[config.mk]
export PLATFORM = sky130hd
export DESIGN_NAME = vta_front
export DESIGN_NICKNAME = d
export VERILOG_FILES = /design/src/design/vector_tuple_alu_assert.svh /design/src/design/vta_pkg.sv /design/src/design/vta_front.sv
export SDC_FILE = /design/constraint.sdc
export NUM_CORES = 1
export LEC_CHECK = 0
export ABC_AREA = 1
export ABC_CLOCK_PERIOD_IN_PS = 8600
export BUFFER_PORTS_ARGS = -buffer_cell sky130_fd_sc_hd__buf_4
export CAP_MARGIN = 25
export CORE_MARGIN = 1.5
export CORE_UTILIZATION = 55
export DETAILED_ROUTE_END_ITERATION = 6
export PLACE_DENSITY = 0.73
export SLEW_MARGIN = 20
export SYNTH_ARGS = -nofsm -noshare
export SYNTH_HDL_FRONTEND = slang
export SYNTH_SLANG_ARGS = --single-unit
[constraint.sdc]
create_clock -name clk -period 8.6 [get_ports clk]
set_input_delay 1.72 -clock clk [delete_from_list [all_inputs] [get_ports clk]]
set_output_delay 1.72 -clock clk [all_outputs]
set_load 0.01 [all_outputs]
[src/design/vector_tuple_alu_assert.svh]
// ----------------------------------------------------------------------------
// vector_tuple_alu assertion macros
// Shared forms for the concurrent checks of the vector unit.
// ----------------------------------------------------------------------------
`ifndef VECTOR_TUPLE_ALU_ASSERT_SVH
`define VECTOR_TUPLE_ALU_ASSERT_SVH

// same-cycle implication, sampled on clk, off while in reset
`define VTA_ASSERT_NOW(label, ante, cons) \
	label: assert property (@(posedge clk) disable iff (!arst_n) (ante) |-> (cons)) \
		else $error("vta check failed");

// next-cycle implication
`define VTA_ASSERT_NEXT(label, ante, cons) \
	label: assert property (@(posedge clk) disable iff (!arst_n) (ante) |=> (cons)) \
		else $error("vta check failed");

`endif

[src/design/vta_pkg.sv]
// ----------------------------------------------------------------------------
// vta_pkg
// Types, constants and helpers shared by the vector unit modules.
// ----------------------------------------------------------------------------
package vta_pkg;

	localparam int W         = 32;
	localparam int FRAC_BITS = 16;
	localparam int QW        = W + FRAC_BITS;   // dividend / quotient width
	localparam int PW        = 2 * W;           // product width
	localparam int SW        = 2 * W + 3;       // pre-saturation sum width
	localparam int QDEPTH    = 4;
	localparam int QAW       = 2;

	localparam logic [3:0] OP_POINT     = 4'd0;
	localparam logic [3:0] OP_VECTOR    = 4'd1;
	localparam logic [3:0] OP_ADD       = 4'd2;
	localparam logic [3:0] OP_SUB       = 4'd3;
	localparam logic [3:0] OP_NEG       = 4'd4;
	localparam logic [3:0] OP_SCALE     = 4'd5;
	localparam logic [3:0] OP_DIVIDE    = 4'd6;
	localparam logic [3:0] OP_MAGNITUDE = 4'd7;
	localparam logic [3:0] OP_NORMALIZE = 4'd8;
	localparam logic [3:0] OP_DOT       = 4'd9;
	localparam logic [3:0] OP_CROSS     = 4'd10;

	localparam logic signed [W:0] FX_ONE = (W+1)'(1) <<< FRAC_BITS;

	typedef struct packed {
		logic [3:0]          operation;
		logic signed [W-1:0] a_x;
		logic signed [W-1:0] a_y;
		logic signed [W-1:0] a_z;
		logic signed [W-1:0] a_w;
		logic signed [W-1:0] b_x;
		logic signed [W-1:0] b_y;
		logic signed [W-1:0] b_z;
		logic signed [W-1:0] b_w;
		logic signed [W-1:0] scalar_in;
	} in_t;

	typedef struct packed {
		logic signed [W-1:0] r_x;
		logic signed [W-1:0] r_y;
		logic signed [W-1:0] r_z;
		logic signed [W-1:0] r_w;
		logic signed [W-1:0] scalar_out;
		logic                overflow_flag;
	} out_t;

	typedef enum logic {CLS_PIPE, CLS_LONG} cls_t;

	typedef struct packed {
		cls_t cls;
		in_t  word;
	} entry_t;

	typedef struct packed {
		logic   head_valid;
		logic   full;
	} qstat_t;

	typedef enum logic [2:0] {L_IDLE, L_SQ, L_SQRT, L_DIV, L_DONE} lstate_t;

	typedef struct packed {
		logic [W-1:0] val;
		logic         ovf;
	} sat_t;

	function automatic sat_t sat_w(input logic signed [SW-1:0] v);
		sat_t r;
		if (v[SW-1:W-1] == {(SW-W+1){v[SW-1]}}) begin
			r.val = v[W-1:0];
			r.ovf = 1'b0;
		end else begin
			r.val = v[SW-1] ? {1'b1, {(W-1){1'b0}}} : {1'b0, {(W-1){1'b1}}};
			r.ovf = 1'b1;
		end
		return r;
	endfunction

	function automatic logic [W-1:0] abs_w(input logic [W-1:0] v);
		return v[W-1] ? (~v + 1'b1) : v;
	endfunction

	function automatic logic is_long(input logic [3:0] op);
		return (op == OP_DIVIDE) || (op == OP_MAGNITUDE) || (op == OP_NORMALIZE);
	endfunction

endpackage

[src/design/vta_front.sv]
// ----------------------------------------------------------------------------
// vta_front
// Takes words in, tags them short or long, and queues them for the back end.
// ----------------------------------------------------------------------------
module vta_front (
	input  logic              clk,
	input  logic              arst_n,
	input  logic              push,
	input  vta_pkg::in_t      word,
	input  logic              pop,
	output vta_pkg::qstat_t   stat,
	output vta_pkg::entry_t   head
);

	vta_pkg::entry_t mem [vta_pkg::QDEPTH];
	vta_pkg::entry_t ent;
	logic [vta_pkg::QAW-1:0] wr_q, rd_q;
	logic [vta_pkg::QAW:0]   cnt_q;

	always_comb begin
		ent.word = word;
		ent.cls  = vta_pkg::is_long(word.operation) ? vta_pkg::CLS_LONG : vta_pkg::CLS_PIPE;
	end

	always_ff @(posedge clk) begin
		if (push) begin
			mem[wr_q] <= ent;
		end
	end

	always_ff @(posedge clk or negedge arst_n) begin
		if (!arst_n) begin
			wr_q  <= '0;
			rd_q  <= '0;
			cnt_q <= '0;
		end else begin
			if (push) begin
				wr_q <= wr_q + 1'b1;
			end
			if (pop) begin
				rd_q <= rd_q + 1'b1;
			end
			cnt_q <= cnt_q + {{vta_pkg::QAW{1'b0}}, push} - {{vta_pkg::QAW{1'b0}}, pop};
		end
	end

	assign stat.full       = (cnt_q == (vta_pkg::QAW+1)'(vta_pkg::QDEPTH));
	assign stat.head_valid = (cnt_q != '0);
	assign head            = mem[rd_q];

endmodule

==> metrics.cfg <==
[run_status]
outcome = finished clean

[synthesis]
yosys.area_share.simple_pct = 17.2
ys_warn_count = 0
netlist-cell-type-count = 17
synth_top_cells_by_area = sky130_fd_sc_hd__edfxtp_1, sky130_fd_sc_hd__nand2_1, sky130_fd_sc_hd__inv_1
number_of_nets_produced_by_synthesis = 4946
post-synth-top-area-cell = sky130_fd_sc_hd__edfxtp_1
yosysTopAreaCellShare_pct = 71.1
synth_compound_area_share_pct = 0.0101
syn_area_mm2 = 0.0495
syn_inst = 4643
muxShareOfSynthArea_pct = 0
synth_top_family_by_area = simple AND/OR/NAND/NOR gates
synth_adder_area_share_pct = 0.192
synth_sequential_area_ratio_pct = 71.5
ys_ff_latch = 1179
avgSynthCellArea_um2 = 10.7
synth-xor-area-share_pct = 0.0531

[global_route]
grt_remaining_overflow = 0
grt.met2_usage_pct = 41.2
maximum_number_of_pins_on_one_net_before_global_route_repair = 213
globalRouteMet1Util_pct = 27.2
grt_first_pass_wirelength_mm = 166
grt_use_total_pct = 23.6
grt_pass1_vias = 31100
grt_busiest_layer = met2
antenna_found_initial = 26
gr-usage-met3_pct = 6.02

[floorplan]
io_pins = 591
fp.coreArea_mm2 = 0.0888
die_area_mm2 = 0.0918
initial_core_util_pct = 55.7
die-height_um = 303
floorplan.rows = 109
die_w_um = 303

[clocking]
clk_latency_ns = 0.70
cts_setup_buffers = 0
hold_buffers = 0
cts_buffers = 115
ctsHtreeMaxLevel = 3
tritoncts_num_sinks = 1179
clk_pin_slew_ns = 0.06
ctsResizeCount = 0
clock_tree.root_cell = sky130_fd_sc_hd__clkbuf_16
cts_tree = built
cts.path.max_buffers = 3

[final_layout]
nNetsFinal = 5479
layout-drive-gt1-share_pct = 14.9
finalInstanceArea_mm2 = 0.0584
syn_to_final_growth_pct = 17.9
layout.filler_cells = 6458
utilization_pct = 65.7

[worst_hold_path]
worst_hold_class = flop to flop
hold_start = wr_q[0]$_DFFE_PN0P_

[critical_path]
crit_type = flop to output port
timing.critical_path.fanout_max = 196
crit_path_cell_trace = buf_4 -> buf_12 -> nand2_1 -> nand3_1 -> nand2_1 -> buf_4
crit_end_element = output port
r2r_start = wr_q[0]$_DFFE_PN0P_
worst-path-buf-inv = 3
worst-endpoint-required_ns = 6.88
critical_path.slowest_cell = sky130_fd_sc_hd__dfrtp_4
crit_path_leading_delay_family = buffers and inverters
arrival_ns = 3.94
critical_path.max_stage_delay_ns = 0.97
crit_path_start = rd_q[0]$_DFFE_PN0P_
start_kind = flop

[detailed_routing]
via_count = 31900
routed_vias_inst = 4.94
antenna_violating_nets_post_route = 0
routed_wire_length_per_instance_um = 17.0
detail_route.drc_violations = 0
drt_pass1_iterations = 6
wl_mm = 110
drt_iter0_drc = 2246

[sta]
skew_ns = 0.0239
timing.setup.tns_ns = 0
setup_viol = 0
tightest_slew_ns = 1.14
grt_setup_unrepaired = no
layout_min_cycle_time_ns = 5.66
period_share_pct = 65.8
timing.hold.ws_ns = 0.531
finalHoldViolCount = 0
finalMaxSlewViolations = 0
achievable-frequency_mhz = 177
slew_headroom_pct = 24.0

[place]
numPortBuffers = 590
postPlaceCellArea_mm2 = 0.0547
detailedPlacementHpwl_mm = 62.1
routabilityCongestion = 0.780

[power]
sw_power_mw = 7.21
power.sequential.fraction_pct = 38.8
p_comb_share_pct = 37.4
switching_share_pct = 35.9
internal_power_mw = 12.9
static-leakage-power_nw = 27.0
irDropWorstVdd_v = 0.000494
clock_power_share_pct = 23.8
power_per_standard_cell_area_mw_per_mm2 = 344

[flow_run]
maxCapViolations = 0

synth_stat cells:
master,n
sky130_fd_sc_hd__nand2_1,1478
sky130_fd_sc_hd__inv_1,1185
sky130_fd_sc_hd__edfxtp_1,1172
sky130_fd_sc_hd__nand3_1,589
sky130_fd_sc_hd__buf_2,136
sky130_fd_sc_hd__buf_4,28
sky130_fd_sc_hd__clkbuf_1,23
sky130_fd_sc_hd__dfrtp_1,7
sky130_fd_sc_hd__buf_1,6
sky130_fd_sc_hd__ha_1,6
sky130_fd_sc_hd__buf_6,3
sky130_fd_sc_hd__nor2_1,3
sky130_fd_sc_hd__xor2_1,3
sky130_fd_sc_hd__fa_1,1
sky130_fd_sc_hd__inv_2,1
sky130_fd_sc_hd__inv_4,1
sky130_fd_sc_hd__o21ai_0,1
cells by family (layout without fill, tap and decap cells):
family | count (synthesis) | after routing
xor gates and xnor gates | 3 | 3
buffers and inverters | 1383 | 2003
DFF | 1179 | 1179
adders and majority gates | 7 | 7
AOI/OAI and AO/OA | 1 | 1
and+or+nand+nor | 2070 | 2070
other | 0 | 24
routing by layer:
layer  share of wire [%]  up-vias
met5               0.038        -
met4                 3.6        6
met3                 7.5      196
met2                  51      943
met1                  38    15200
li1                    -    15600
placed cells by master (no fill, tap or decap), drive strengths merged:
| master | instances |
|---|---|
| nand2 | 1478 |
| inv | 1189 |
| edfxtp | 1172 |
| buf | 612 |
| nand3 | 589 |
| clkbuf | 149 |
| clkinv | 43 |
| diode | 24 |
| dfrtp | 7 |
| ha | 6 |
| bufinv | 6 |
| clkinvlp | 4 |
| nor2 | 3 |
| xor2 | 3 |
| o21ai | 1 |
| fa | 1 |
metrics by stage:
stage               total power [mW]  instances  worst slack [ns]
floorplan                       12.5       4643             0.287
CTS                             20.2       6428              2.96
detailed placement              15.5       6224              3.71
finish                          20.1       6452              2.94
global placement                15.3       6224              3.76
global route                    21.2       6449              2.73
cell type report:
cell class,instances,area (µm²),share of cell area (%)
diodes,24,60.1,0.103
clock buffers,149,3130,5.36
repair buffers,612,4730,8.11
multi-input cells,2081,8630,14.8
clock inverters,55,463,0.793
flip-flops and latches,1179,35400,60.6
inverters,1187,4510,7.73
well taps,1165,1460,2.50
power by group through the flow:
stage               Combinational [mW]  Clock [mW]  Sequential [mW]
finish                            7.51        4.78             7.80
floorplan                         4.35           0             8.11
CTS                               7.59        4.85             7.80
detailed placement                7.54           0             7.92
global route                      8.24        5.08             7.88
global placement                  7.43           0             7.88
registers in the layout, summed over array words and instances (netlist names):
register and cells:
wr_q 2, mem 1172, rd_q 2, cnt_q 3
final timing paths:
| path | to | slack, ns | cells after the start |
|---|---|---|---|
| max | head[198] | 2.94 | 6 |
| min | wr_q[0]$_DFFE_PN0P_ | 0.53 | 1 |
| max reg2reg | mem[2][196]$_DFFE_PP_ | 5.51 | 6 |
| min reg2reg | wr_q[0]$_DFFE_PN0P_ | 0.53 | 1 |
| max in group asynchronous | rd_q[1]$_DFFE_PN0P_ | 7.61 | 1 |
| min in group asynchronous | cnt_q[1]$_DFF_PN0_ | 0.83 | 1 |
No activity file was read; power rests on OpenSTA's default activity.
