## src/design/vector_tuple_alu_assert.svh

```systemverilog
// ----------------------------------------------------------------------------
// vector_tuple_alu assertion macros
// Shared forms for the concurrent checks of the vector unit.
// ----------------------------------------------------------------------------
`ifndef VECTOR_TUPLE_ALU_ASSERT_SVH
`define VECTOR_TUPLE_ALU_ASSERT_SVH

// same-cycle implication, sampled on clk, off while in reset
`define VTA_ASSERT_NOW(label, ante, cons) \
	label: assert property (@(posedge clk) disable iff (!arst_n) (ante) |-> (cons)) \
		else $error("vta check failed");

// next-cycle implication
`define VTA_ASSERT_NEXT(label, ante, cons) \
	label: assert property (@(posedge clk) disable iff (!arst_n) (ante) |=> (cons)) \
		else $error("vta check failed");

`endif

```

## src/design/vta_pkg.sv

```systemverilog
// ----------------------------------------------------------------------------
// vta_pkg
// Types, constants and helpers shared by the vector unit modules.
// ----------------------------------------------------------------------------
package vta_pkg;

	localparam int W         = 32;
	localparam int FRAC_BITS = 16;
	localparam int QW        = W + FRAC_BITS;   // dividend / quotient width
	localparam int PW        = 2 * W;           // product width
	localparam int SW        = 2 * W + 3;       // pre-saturation sum width
	localparam int QDEPTH    = 4;
	localparam int QAW       = 2;

	localparam logic [3:0] OP_POINT     = 4'd0;
	localparam logic [3:0] OP_VECTOR    = 4'd1;
	localparam logic [3:0] OP_ADD       = 4'd2;
	localparam logic [3:0] OP_SUB       = 4'd3;
	localparam logic [3:0] OP_NEG       = 4'd4;
	localparam logic [3:0] OP_SCALE     = 4'd5;
	localparam logic [3:0] OP_DIVIDE    = 4'd6;
	localparam logic [3:0] OP_MAGNITUDE = 4'd7;
	localparam logic [3:0] OP_NORMALIZE = 4'd8;
	localparam logic [3:0] OP_DOT       = 4'd9;
	localparam logic [3:0] OP_CROSS     = 4'd10;

	localparam logic signed [W:0] FX_ONE = (W+1)'(1) <<< FRAC_BITS;

	typedef struct packed {
		logic [3:0]          operation;
		logic signed [W-1:0] a_x;
		logic signed [W-1:0] a_y;
		logic signed [W-1:0] a_z;
		logic signed [W-1:0] a_w;
		logic signed [W-1:0] b_x;
		logic signed [W-1:0] b_y;
		logic signed [W-1:0] b_z;
		logic signed [W-1:0] b_w;
		logic signed [W-1:0] scalar_in;
	} in_t;

	typedef struct packed {
		logic signed [W-1:0] r_x;
		logic signed [W-1:0] r_y;
		logic signed [W-1:0] r_z;
		logic signed [W-1:0] r_w;
		logic signed [W-1:0] scalar_out;
		logic                overflow_flag;
	} out_t;

	typedef enum logic {CLS_PIPE, CLS_LONG} cls_t;

	typedef struct packed {
		cls_t cls;
		in_t  word;
	} entry_t;

	typedef struct packed {
		logic   head_valid;
		logic   full;
	} qstat_t;

	typedef enum logic [2:0] {L_IDLE, L_SQ, L_SQRT, L_DIV, L_DONE} lstate_t;

	typedef struct packed {
		logic [W-1:0] val;
		logic         ovf;
	} sat_t;

	function automatic sat_t sat_w(input logic signed [SW-1:0] v);
		sat_t r;
		if (v[SW-1:W-1] == {(SW-W+1){v[SW-1]}}) begin
			r.val = v[W-1:0];
			r.ovf = 1'b0;
		end else begin
			r.val = v[SW-1] ? {1'b1, {(W-1){1'b0}}} : {1'b0, {(W-1){1'b1}}};
			r.ovf = 1'b1;
		end
		return r;
	endfunction

	function automatic logic [W-1:0] abs_w(input logic [W-1:0] v);
		return v[W-1] ? (~v + 1'b1) : v;
	endfunction

	function automatic logic is_long(input logic [3:0] op);
		return (op == OP_DIVIDE) || (op == OP_MAGNITUDE) || (op == OP_NORMALIZE);
	endfunction

endpackage

```

## src/design/vta_long.sv

```systemverilog
// ----------------------------------------------------------------------------
// vta_long
// Iterative unit for divide, magnitude and normalize: sum of squares,
// bit-pair square root, and four restoring dividers sharing one divisor.
// ----------------------------------------------------------------------------
module vta_long (
	input  logic            clk,
	input  logic            arst_n,
	input  logic            start,
	input  vta_pkg::in_t    word,
	output logic            idle,
	output logic            done,
	output vta_pkg::out_t   res
);

	localparam int W  = vta_pkg::W;
	localparam int QW = vta_pkg::QW;
	localparam int PW = vta_pkg::PW;
	localparam int SW = vta_pkg::SW;
	localparam int CW = $clog2(QW);

	vta_pkg::lstate_t state_q, state_nx;

	logic [CW-1:0]  cnt_q;
	logic [3:0]     op_q;
	logic [W-1:0]   a_q [4];
	logic [W-1:0]   den_q;
	logic [QW-1:0]  num_q [4];
	logic [W-1:0]   rem_q [4];
	logic [QW-1:0]  quo_q [4];
	logic           neg_q [4];
	logic           zdiv_q;
	logic [PW-1:0]  sq_q, acc_q, v_q;
	logic [W-1:0]   root_q;
	logic [W+3:0]   srem_q;
	vta_pkg::out_t  res_q;

	logic [W-1:0]   ain [4];
	logic [W-1:0]   sqa;
	logic [PW:0]    acc_add;
	logic [PW-1:0]  acc_nx;
	logic [W+3:0]   srem_sh, trial, srem_nx;
	logic           sge;
	logic [W-1:0]   root_nx;
	logic [W:0]     r_sh [4];
	logic           dge [4];
	logic [W-1:0]   rem_nx [4];
	logic [QW-1:0]  quo_nx [4];
	logic [QW:0]    qs [4];
	logic [QW:0]    qv [4];
	vta_pkg::sat_t  dres [4];
	vta_pkg::sat_t  mres;
	logic           sq_last, rt_last, dv_last;

	assign ain[0] = word.a_x;
	assign ain[1] = word.a_y;
	assign ain[2] = word.a_z;
	assign ain[3] = word.a_w;

	assign sq_last = (cnt_q == CW'(4));
	assign rt_last = (cnt_q == CW'(W-1));
	assign dv_last = (cnt_q == CW'(QW-1));

	always_comb begin
		sqa     = vta_pkg::abs_w(a_q[cnt_q[1:0]]);
		acc_add = {1'b0, acc_q} + {1'b0, sq_q};
		acc_nx  = acc_add[PW] ? {PW{1'b1}} : acc_add[PW-1:0];

		srem_sh = {srem_q[W+1:0], v_q[PW-1:PW-2]};
		trial   = {2'b00, root_q, 2'b01};
		sge     = (srem_sh >= trial);
		srem_nx = sge ? (srem_sh - trial) : srem_sh;
		root_nx = {root_q[W-2:0], sge};
		mres    = vta_pkg::sat_w({{(SW-W){1'b0}}, root_nx});

		for (int i = 0; i < 4; i++) begin
			r_sh[i]   = {rem_q[i], num_q[i][QW-1]};
			dge[i]    = (r_sh[i] >= {1'b0, den_q});
			rem_nx[i] = dge[i] ? W'(r_sh[i] - {1'b0, den_q}) : r_sh[i][W-1:0];
			quo_nx[i] = {quo_q[i][QW-2:0], dge[i]};
			qs[i]     = {1'b0, quo_nx[i]};
			qv[i]     = neg_q[i] ? ((QW+1)'(0) - qs[i]) : qs[i];
			dres[i]   = vta_pkg::sat_w({{(SW-QW-1){qv[i][QW]}}, qv[i]});
			if (zdiv_q) begin
				// zero divisor: sign of the dividend picks the rail, a zero dividend gives zero
				dres[i].ovf = 1'b1;
				if (a_q[i] == '0) begin
					dres[i].val = '0;
				end else if (a_q[i][W-1]) begin
					dres[i].val = {1'b1, {(W-1){1'b0}}};
				end else begin
					dres[i].val = {1'b0, {(W-1){1'b1}}};
				end
			end
		end
	end

	always_ff @(posedge clk or negedge arst_n) begin
		if (!arst_n) begin
			state_q <= vta_pkg::L_IDLE;
		end else begin
			state_q <= state_nx;
		end
	end

	always_comb begin
		state_nx = state_q;
		unique case (state_q)
			vta_pkg::L_IDLE: begin
				if (start) begin
					state_nx = (word.operation == vta_pkg::OP_DIVIDE) ?
						vta_pkg::L_DIV : vta_pkg::L_SQ;
				end
			end
			vta_pkg::L_SQ: begin
				if (sq_last) begin
					state_nx = vta_pkg::L_SQRT;
				end
			end
			vta_pkg::L_SQRT: begin
				if (rt_last) begin
					state_nx = ((op_q == vta_pkg::OP_MAGNITUDE) || (root_nx == '0)) ?
						vta_pkg::L_DONE : vta_pkg::L_DIV;
				end
			end
			vta_pkg::L_DIV: begin
				if (dv_last) begin
					state_nx = vta_pkg::L_DONE;
				end
			end
			vta_pkg::L_DONE: begin
				state_nx = vta_pkg::L_IDLE;
			end
			default: begin
				state_nx = vta_pkg::L_IDLE;
			end
		endcase
	end

	always_ff @(posedge clk) begin
		unique case (state_q)
			vta_pkg::L_IDLE: begin
				if (start) begin
					op_q   <= word.operation;
					cnt_q  <= '0;
					acc_q  <= '0;
					res_q  <= '0;
					den_q  <= vta_pkg::abs_w(word.scalar_in);
					zdiv_q <= (word.operation == vta_pkg::OP_DIVIDE) && (word.scalar_in == '0);
					for (int i = 0; i < 4; i++) begin
						a_q[i]   <= ain[i];
						num_q[i] <= {vta_pkg::abs_w(ain[i]), {vta_pkg::FRAC_BITS{1'b0}}};
						rem_q[i] <= '0;
						quo_q[i] <= '0;
						neg_q[i] <= ain[i][W-1] ^
							((word.operation == vta_pkg::OP_DIVIDE) & word.scalar_in[W-1]);
					end
				end
			end
			vta_pkg::L_SQ: begin
				sq_q  <= sqa * sqa;
				if (cnt_q != '0) begin
					acc_q <= acc_nx;
				end
				if (sq_last) begin
					v_q    <= acc_nx;
					srem_q <= '0;
					root_q <= '0;
					cnt_q  <= '0;
				end else begin
					cnt_q <= cnt_q + 1'b1;
				end
			end
			vta_pkg::L_SQRT: begin
				v_q    <= v_q << 2;
				srem_q <= srem_nx;
				root_q <= root_nx;
				if (rt_last) begin
					den_q <= root_nx;
					cnt_q <= '0;
					if (op_q == vta_pkg::OP_MAGNITUDE) begin
						res_q.scalar_out    <= mres.val;
						res_q.overflow_flag <= mres.ovf;
					end
				end else begin
					cnt_q <= cnt_q + 1'b1;
				end
			end
			vta_pkg::L_DIV: begin
				cnt_q <= cnt_q + 1'b1;
				for (int i = 0; i < 4; i++) begin
					num_q[i] <= num_q[i] << 1;
					rem_q[i] <= rem_nx[i];
					quo_q[i] <= quo_nx[i];
				end
				if (dv_last) begin
					res_q.r_x           <= dres[0].val;
					res_q.r_y           <= dres[1].val;
					res_q.r_z           <= dres[2].val;
					res_q.r_w           <= dres[3].val;
					res_q.overflow_flag <= dres[0].ovf | dres[1].ovf | dres[2].ovf | dres[3].ovf;
				end
			end
			default: begin
			end
		endcase
	end

	assign idle = (state_q == vta_pkg::L_IDLE);
	assign done = (state_q == vta_pkg::L_DONE);
	assign res  = res_q;

endmodule
```

## config.mk

```make
export PLATFORM = sky130hd
export DESIGN_NAME = vta_long
export DESIGN_NICKNAME = d
export VERILOG_FILES = /design/src/design/vector_tuple_alu_assert.svh /design/src/design/vta_pkg.sv /design/src/design/vta_long.sv
export SDC_FILE = /design/constraint.sdc
export NUM_CORES = 2
export LEC_CHECK = 0
export BUFFER_PORTS_ARGS = -buffer_cell sky130_fd_sc_hd__clkbuf_2
export CAP_MARGIN = 20
export CORE_MARGIN = 5
export CORE_UTILIZATION = 57
export CTS_CLUSTER_DIAMETER = 200
export CTS_CLUSTER_SIZE = 28
export DETAILED_ROUTE_END_ITERATION = 8
export GPL_TIMING_DRIVEN = 1
export PLACE_DENSITY = 0.79
export RECOVER_POWER = 50
export SYNTH_ARGS = -nofsm -noshare
export SYNTH_HDL_FRONTEND = slang
export SYNTH_SLANG_ARGS = --single-unit
```

## constraint.sdc

```tcl
create_clock -name clk -period 17.5 [get_ports clk]
set_input_delay 3.5 -clock clk [delete_from_list [all_inputs] [get_ports clk]]
set_output_delay 3.5 -clock clk [all_outputs]
set_load 0.01 [all_outputs]
```

==> flow_metrics.env <==
export IMPL_status="finished, violations left"
export IMPL_violations="capacitance limit, slew limit"
export IMPL_yosys_warnings=0
export IMPL_syn_area_um2=88800
export IMPL_synth_compound_area_share=0.114
export IMPL_regArea_um2=31200
export IMPL_syn_area_per_cell_um2=9.98
export IMPL_whs_path_depth=2
export IMPL_ant_nets=0
export IMPL_cts_sinks=1041
export IMPL_grt_first_pass_wirelength_um=373000
export IMPL_multiInputGateArea_um2=51900
export IMPL_async_reset_ff_frac=0.00288
export IMPL_end_kind="flip-flop"
export IMPL_drc=0
export IMPL_cp_slowest_stage_delay_ns=1.37
export IMPL_port_buffers=328
export IMPL_fin_nets=10700
export IMPL_final_setup_tns_ns=0
export IMPL_ys_types=103
export IMPL_area_delta_synth_final_pct=5.41
export IMPL_tightest_slew_ns=7.07
export IMPL_synthTopCellsByArea="edfxtp_1 (35%), fa_1 (18%), ha_1 (7.3%), inv_1 (5.1%), nand2_1 (3.7%)"
export IMPL_arrival_ns=14.61
export IMPL_drive_gt1_frac=0.0412
export IMPL_layout_min_cycle_time_ns=14.20
export IMPL_critical_path_most_common_cell="fa_1"
export IMPL_core_area_um2=155000
export IMPL_reg2reg_depth=43
export IMPL_clkTransAtPathRegs_ns=0.12
export IMPL_start_kind="flip-flop"
export IMPL_fmax_mhz=70.4
export IMPL_min_period_over_period=0.812
export IMPL_tritoncts="built"
export IMPL_post_cts_setup_buffers=0
export IMPL_vias=67400
export IMPL_num_rows=144
export IMPL_synth_top_family_by_area="adder cells"
export IMPL_start_util=0.575
export IMPL_setup_violations=0
export IMPL_min_to="num_q[3][39]"
export IMPL_numCtsBuffers=43
export IMPL_cp_data_required_time_ns=17.90
export IMPL_yosys_area_share_xor_xnor=0.0604
export IMPL_synthSimpleGateAreaFrac=0.139
export IMPL_wl_per_cell_um=21.3
export IMPL_postCtsHoldBufs=0
export IMPL_clkLatencyLatePin_ns=0.70
export IMPL_path_max_fanout=34
export IMPL_cts_resized=0
export IMPL_dieArea_um2=164000
export IMPL_antenna_found_initial=24
export IMPL_detailed_place_hpwl_um=177000
export IMPL_die_height_um=405
export IMPL_maxCapViolCount=29
export IMPL_yosys_area_share_adder=0.255
export IMPL_clockRootBuffer="clkbuf_16"
export IMPL_skew_ns=0.0541
export IMPL_synth_enable_flop_cells=1036
export IMPL_r2r_end="sq_q[62]"
export IMPL_synthCells=8899
export IMPL_criticalPathCategory="reg -> reg"
export IMPL_hp_start="num_q[3][38]"
export IMPL_h_tree_depth=2
export IMPL_io_pins=458
export IMPL_slew_headroom=-3.71
export IMPL_synth_seq_area_share=0.351
export IMPL_synth_ff_latch_count=1041
export IMPL_grt_use_total=0.287
export IMPL_crit_slowest_cell="clkbuf_1"
export IMPL_n_fill_cell=12800
export IMPL_cts_max_path_buffers=3
export IMPL_grt_pass1_vias=67600
export IMPL_maxSlewViolCount=1604
export IMPL_firstDrtPassIters=6
export IMPL_synth_top_cell_area_share=0.350
export IMPL_wirelength_um=237000
export IMPL_drtIter0Drc=7030
export IMPL_hold_class="reg -> reg"
export IMPL_yosysTopAreaCell="edfxtp_1"
export IMPL_die_w_um=405
export IMPL_synth_ff_type="edfxtp_1"
export IMPL_muxShareOfSynthArea=0.0132
export IMPL_hold_viol=0
export IMPL_grt_max_degree=205
export IMPL_gp_congestion=0.954
export IMPL_via_per_inst=6.06
export IMPL_grt_setup_unrepaired="false"
export IMPL_grt_overflow=0
export IMPL_r2r_slack_ns=3.30
layout by cell type, fill, tap and decap left out, types with 86 or more instances in the layout:
master	count
inv_1	1214
edfxtp_1	1036
nand2_1	869
fa_1	809
nor2_1	759
ha_1	515
a21oi_1	492
o21ai_0	451
xor2_1	343
clkbuf_1	262
xnor2_1	259
and3_1	216
a21o_1	157
clkbuf_2	117
o31ai_1	105
nand3_1	102
nor3_1	100
or3_1	86
how the worst max path moves through the flow:
stage | to | slack, ns | depth (start not counted)
after global placement | sq_q[62] | 4.29 | 39
after CTS | sq_q[62] | 4.07 | 41
final | sq_q[62] | 3.30 | 43
after detailed placement | sq_q[62] | 4.15 | 41
after global routing | sq_q[62] | 2.66 | 43
after floorplan | num_q[0][15] | 3.53 | 2
final cells by class:
cell class,count,area share
diodes,18,0.000481
clock buffers,74,0.0127
clock inverters,5,0.000882
inverters,1231,0.0494
multi-input cells,6295,0.554
flip-flops and latches,1041,0.333
well taps,2044,0.0273
repair buffers,423,0.0221
sequential cells by signal, summed over array words and instances (netlist names), 63 cells and up, named ones only:
name,flops
rem_q,128
sq_q,63
num_q,128
res,160
v_q,64
acc_q,64
a_q,128
quo_q,188
layer usage:
| layer | part of all wire | routed length [um] | global-route usage | vias up |
|---|---|---|---|---|
| met2 | 0.45 | 107000 | 0.452 | 3221 |
| met5 | 0.00065 | 154 | 0 | - |
| li1 | - | - | - | 30500 |
| met3 | 0.10 | 24100 | 0.0589 | 521 |
| met1 | 0.41 | 96600 | 0.402 | 33100 |
| met4 | 0.037 | 8870 | 0.0917 | 20 |
kinds of logic (layout without fill, tap and decap cells):
kind of cell / Yosys count / after routing
adder cells (fa/ha/maj): 1324 / 1324
AND/OR/NAND/NOR: 2614 / 2614
other: 2 / 44
flip-flops: 1041 / 1041
XOR/XNOR: 611 / 611
AO/OA/AOI/OAI: 1641 / 1641
multiplexers: 79 / 79
buffers and inverters: 1587 / 1733
critical path, delay by kind of cell, from the launching register on:
kind / cells / cell delay (ns)
adders and majority gates: 10 / 4.64
buffers and inverters: 12 / 3.71
and+or+nand+nor: 8 / 2.27
AOI/OAI and AO/OA: 9 / 2.07
muxes: 1 / 0.45
xor gates and xnor gates: 3 / 0.36
DFF: 1 / 0.35
through the flow:
step                utilization  hold slack [ns]  instances  worst slack, ns  area, um2
floorplan                     -            0.495       8923             3.53      88900
global placement          0.599            0.499      11000             4.29      92700
detailed placement        0.600            0.511      11000             4.15      92700
CTS                       0.608            0.532      11100             4.07      94000
global route              0.606            0.553      11100             2.66      93600
finish                    0.606            0.535      11100             3.30      93700
cell usage after synthesis, types with 51 or more instances:
library cell  number
xnor2_1          264
a21o_1           157
ha_1             515
a21oi_1          493
nor2_1           761
nand4_1           66
nor2b_1           55
edfxtp_1        1036
xor2_1           345
nand3_1          102
fa_1             809
inv_1           1216
o21a_1            65
nand2_1          870
o31ai_1          105
clkbuf_1         328
nor3_1           100
nor4_1            83
and3_1           216
nand2b_1          80
or4_1             65
or3_1             86
o41ai_1           51
o21ai_0          452
Power is not shown: default switching activity piles up to over one toggle a cycle in this logic, so the estimate is an artifact.
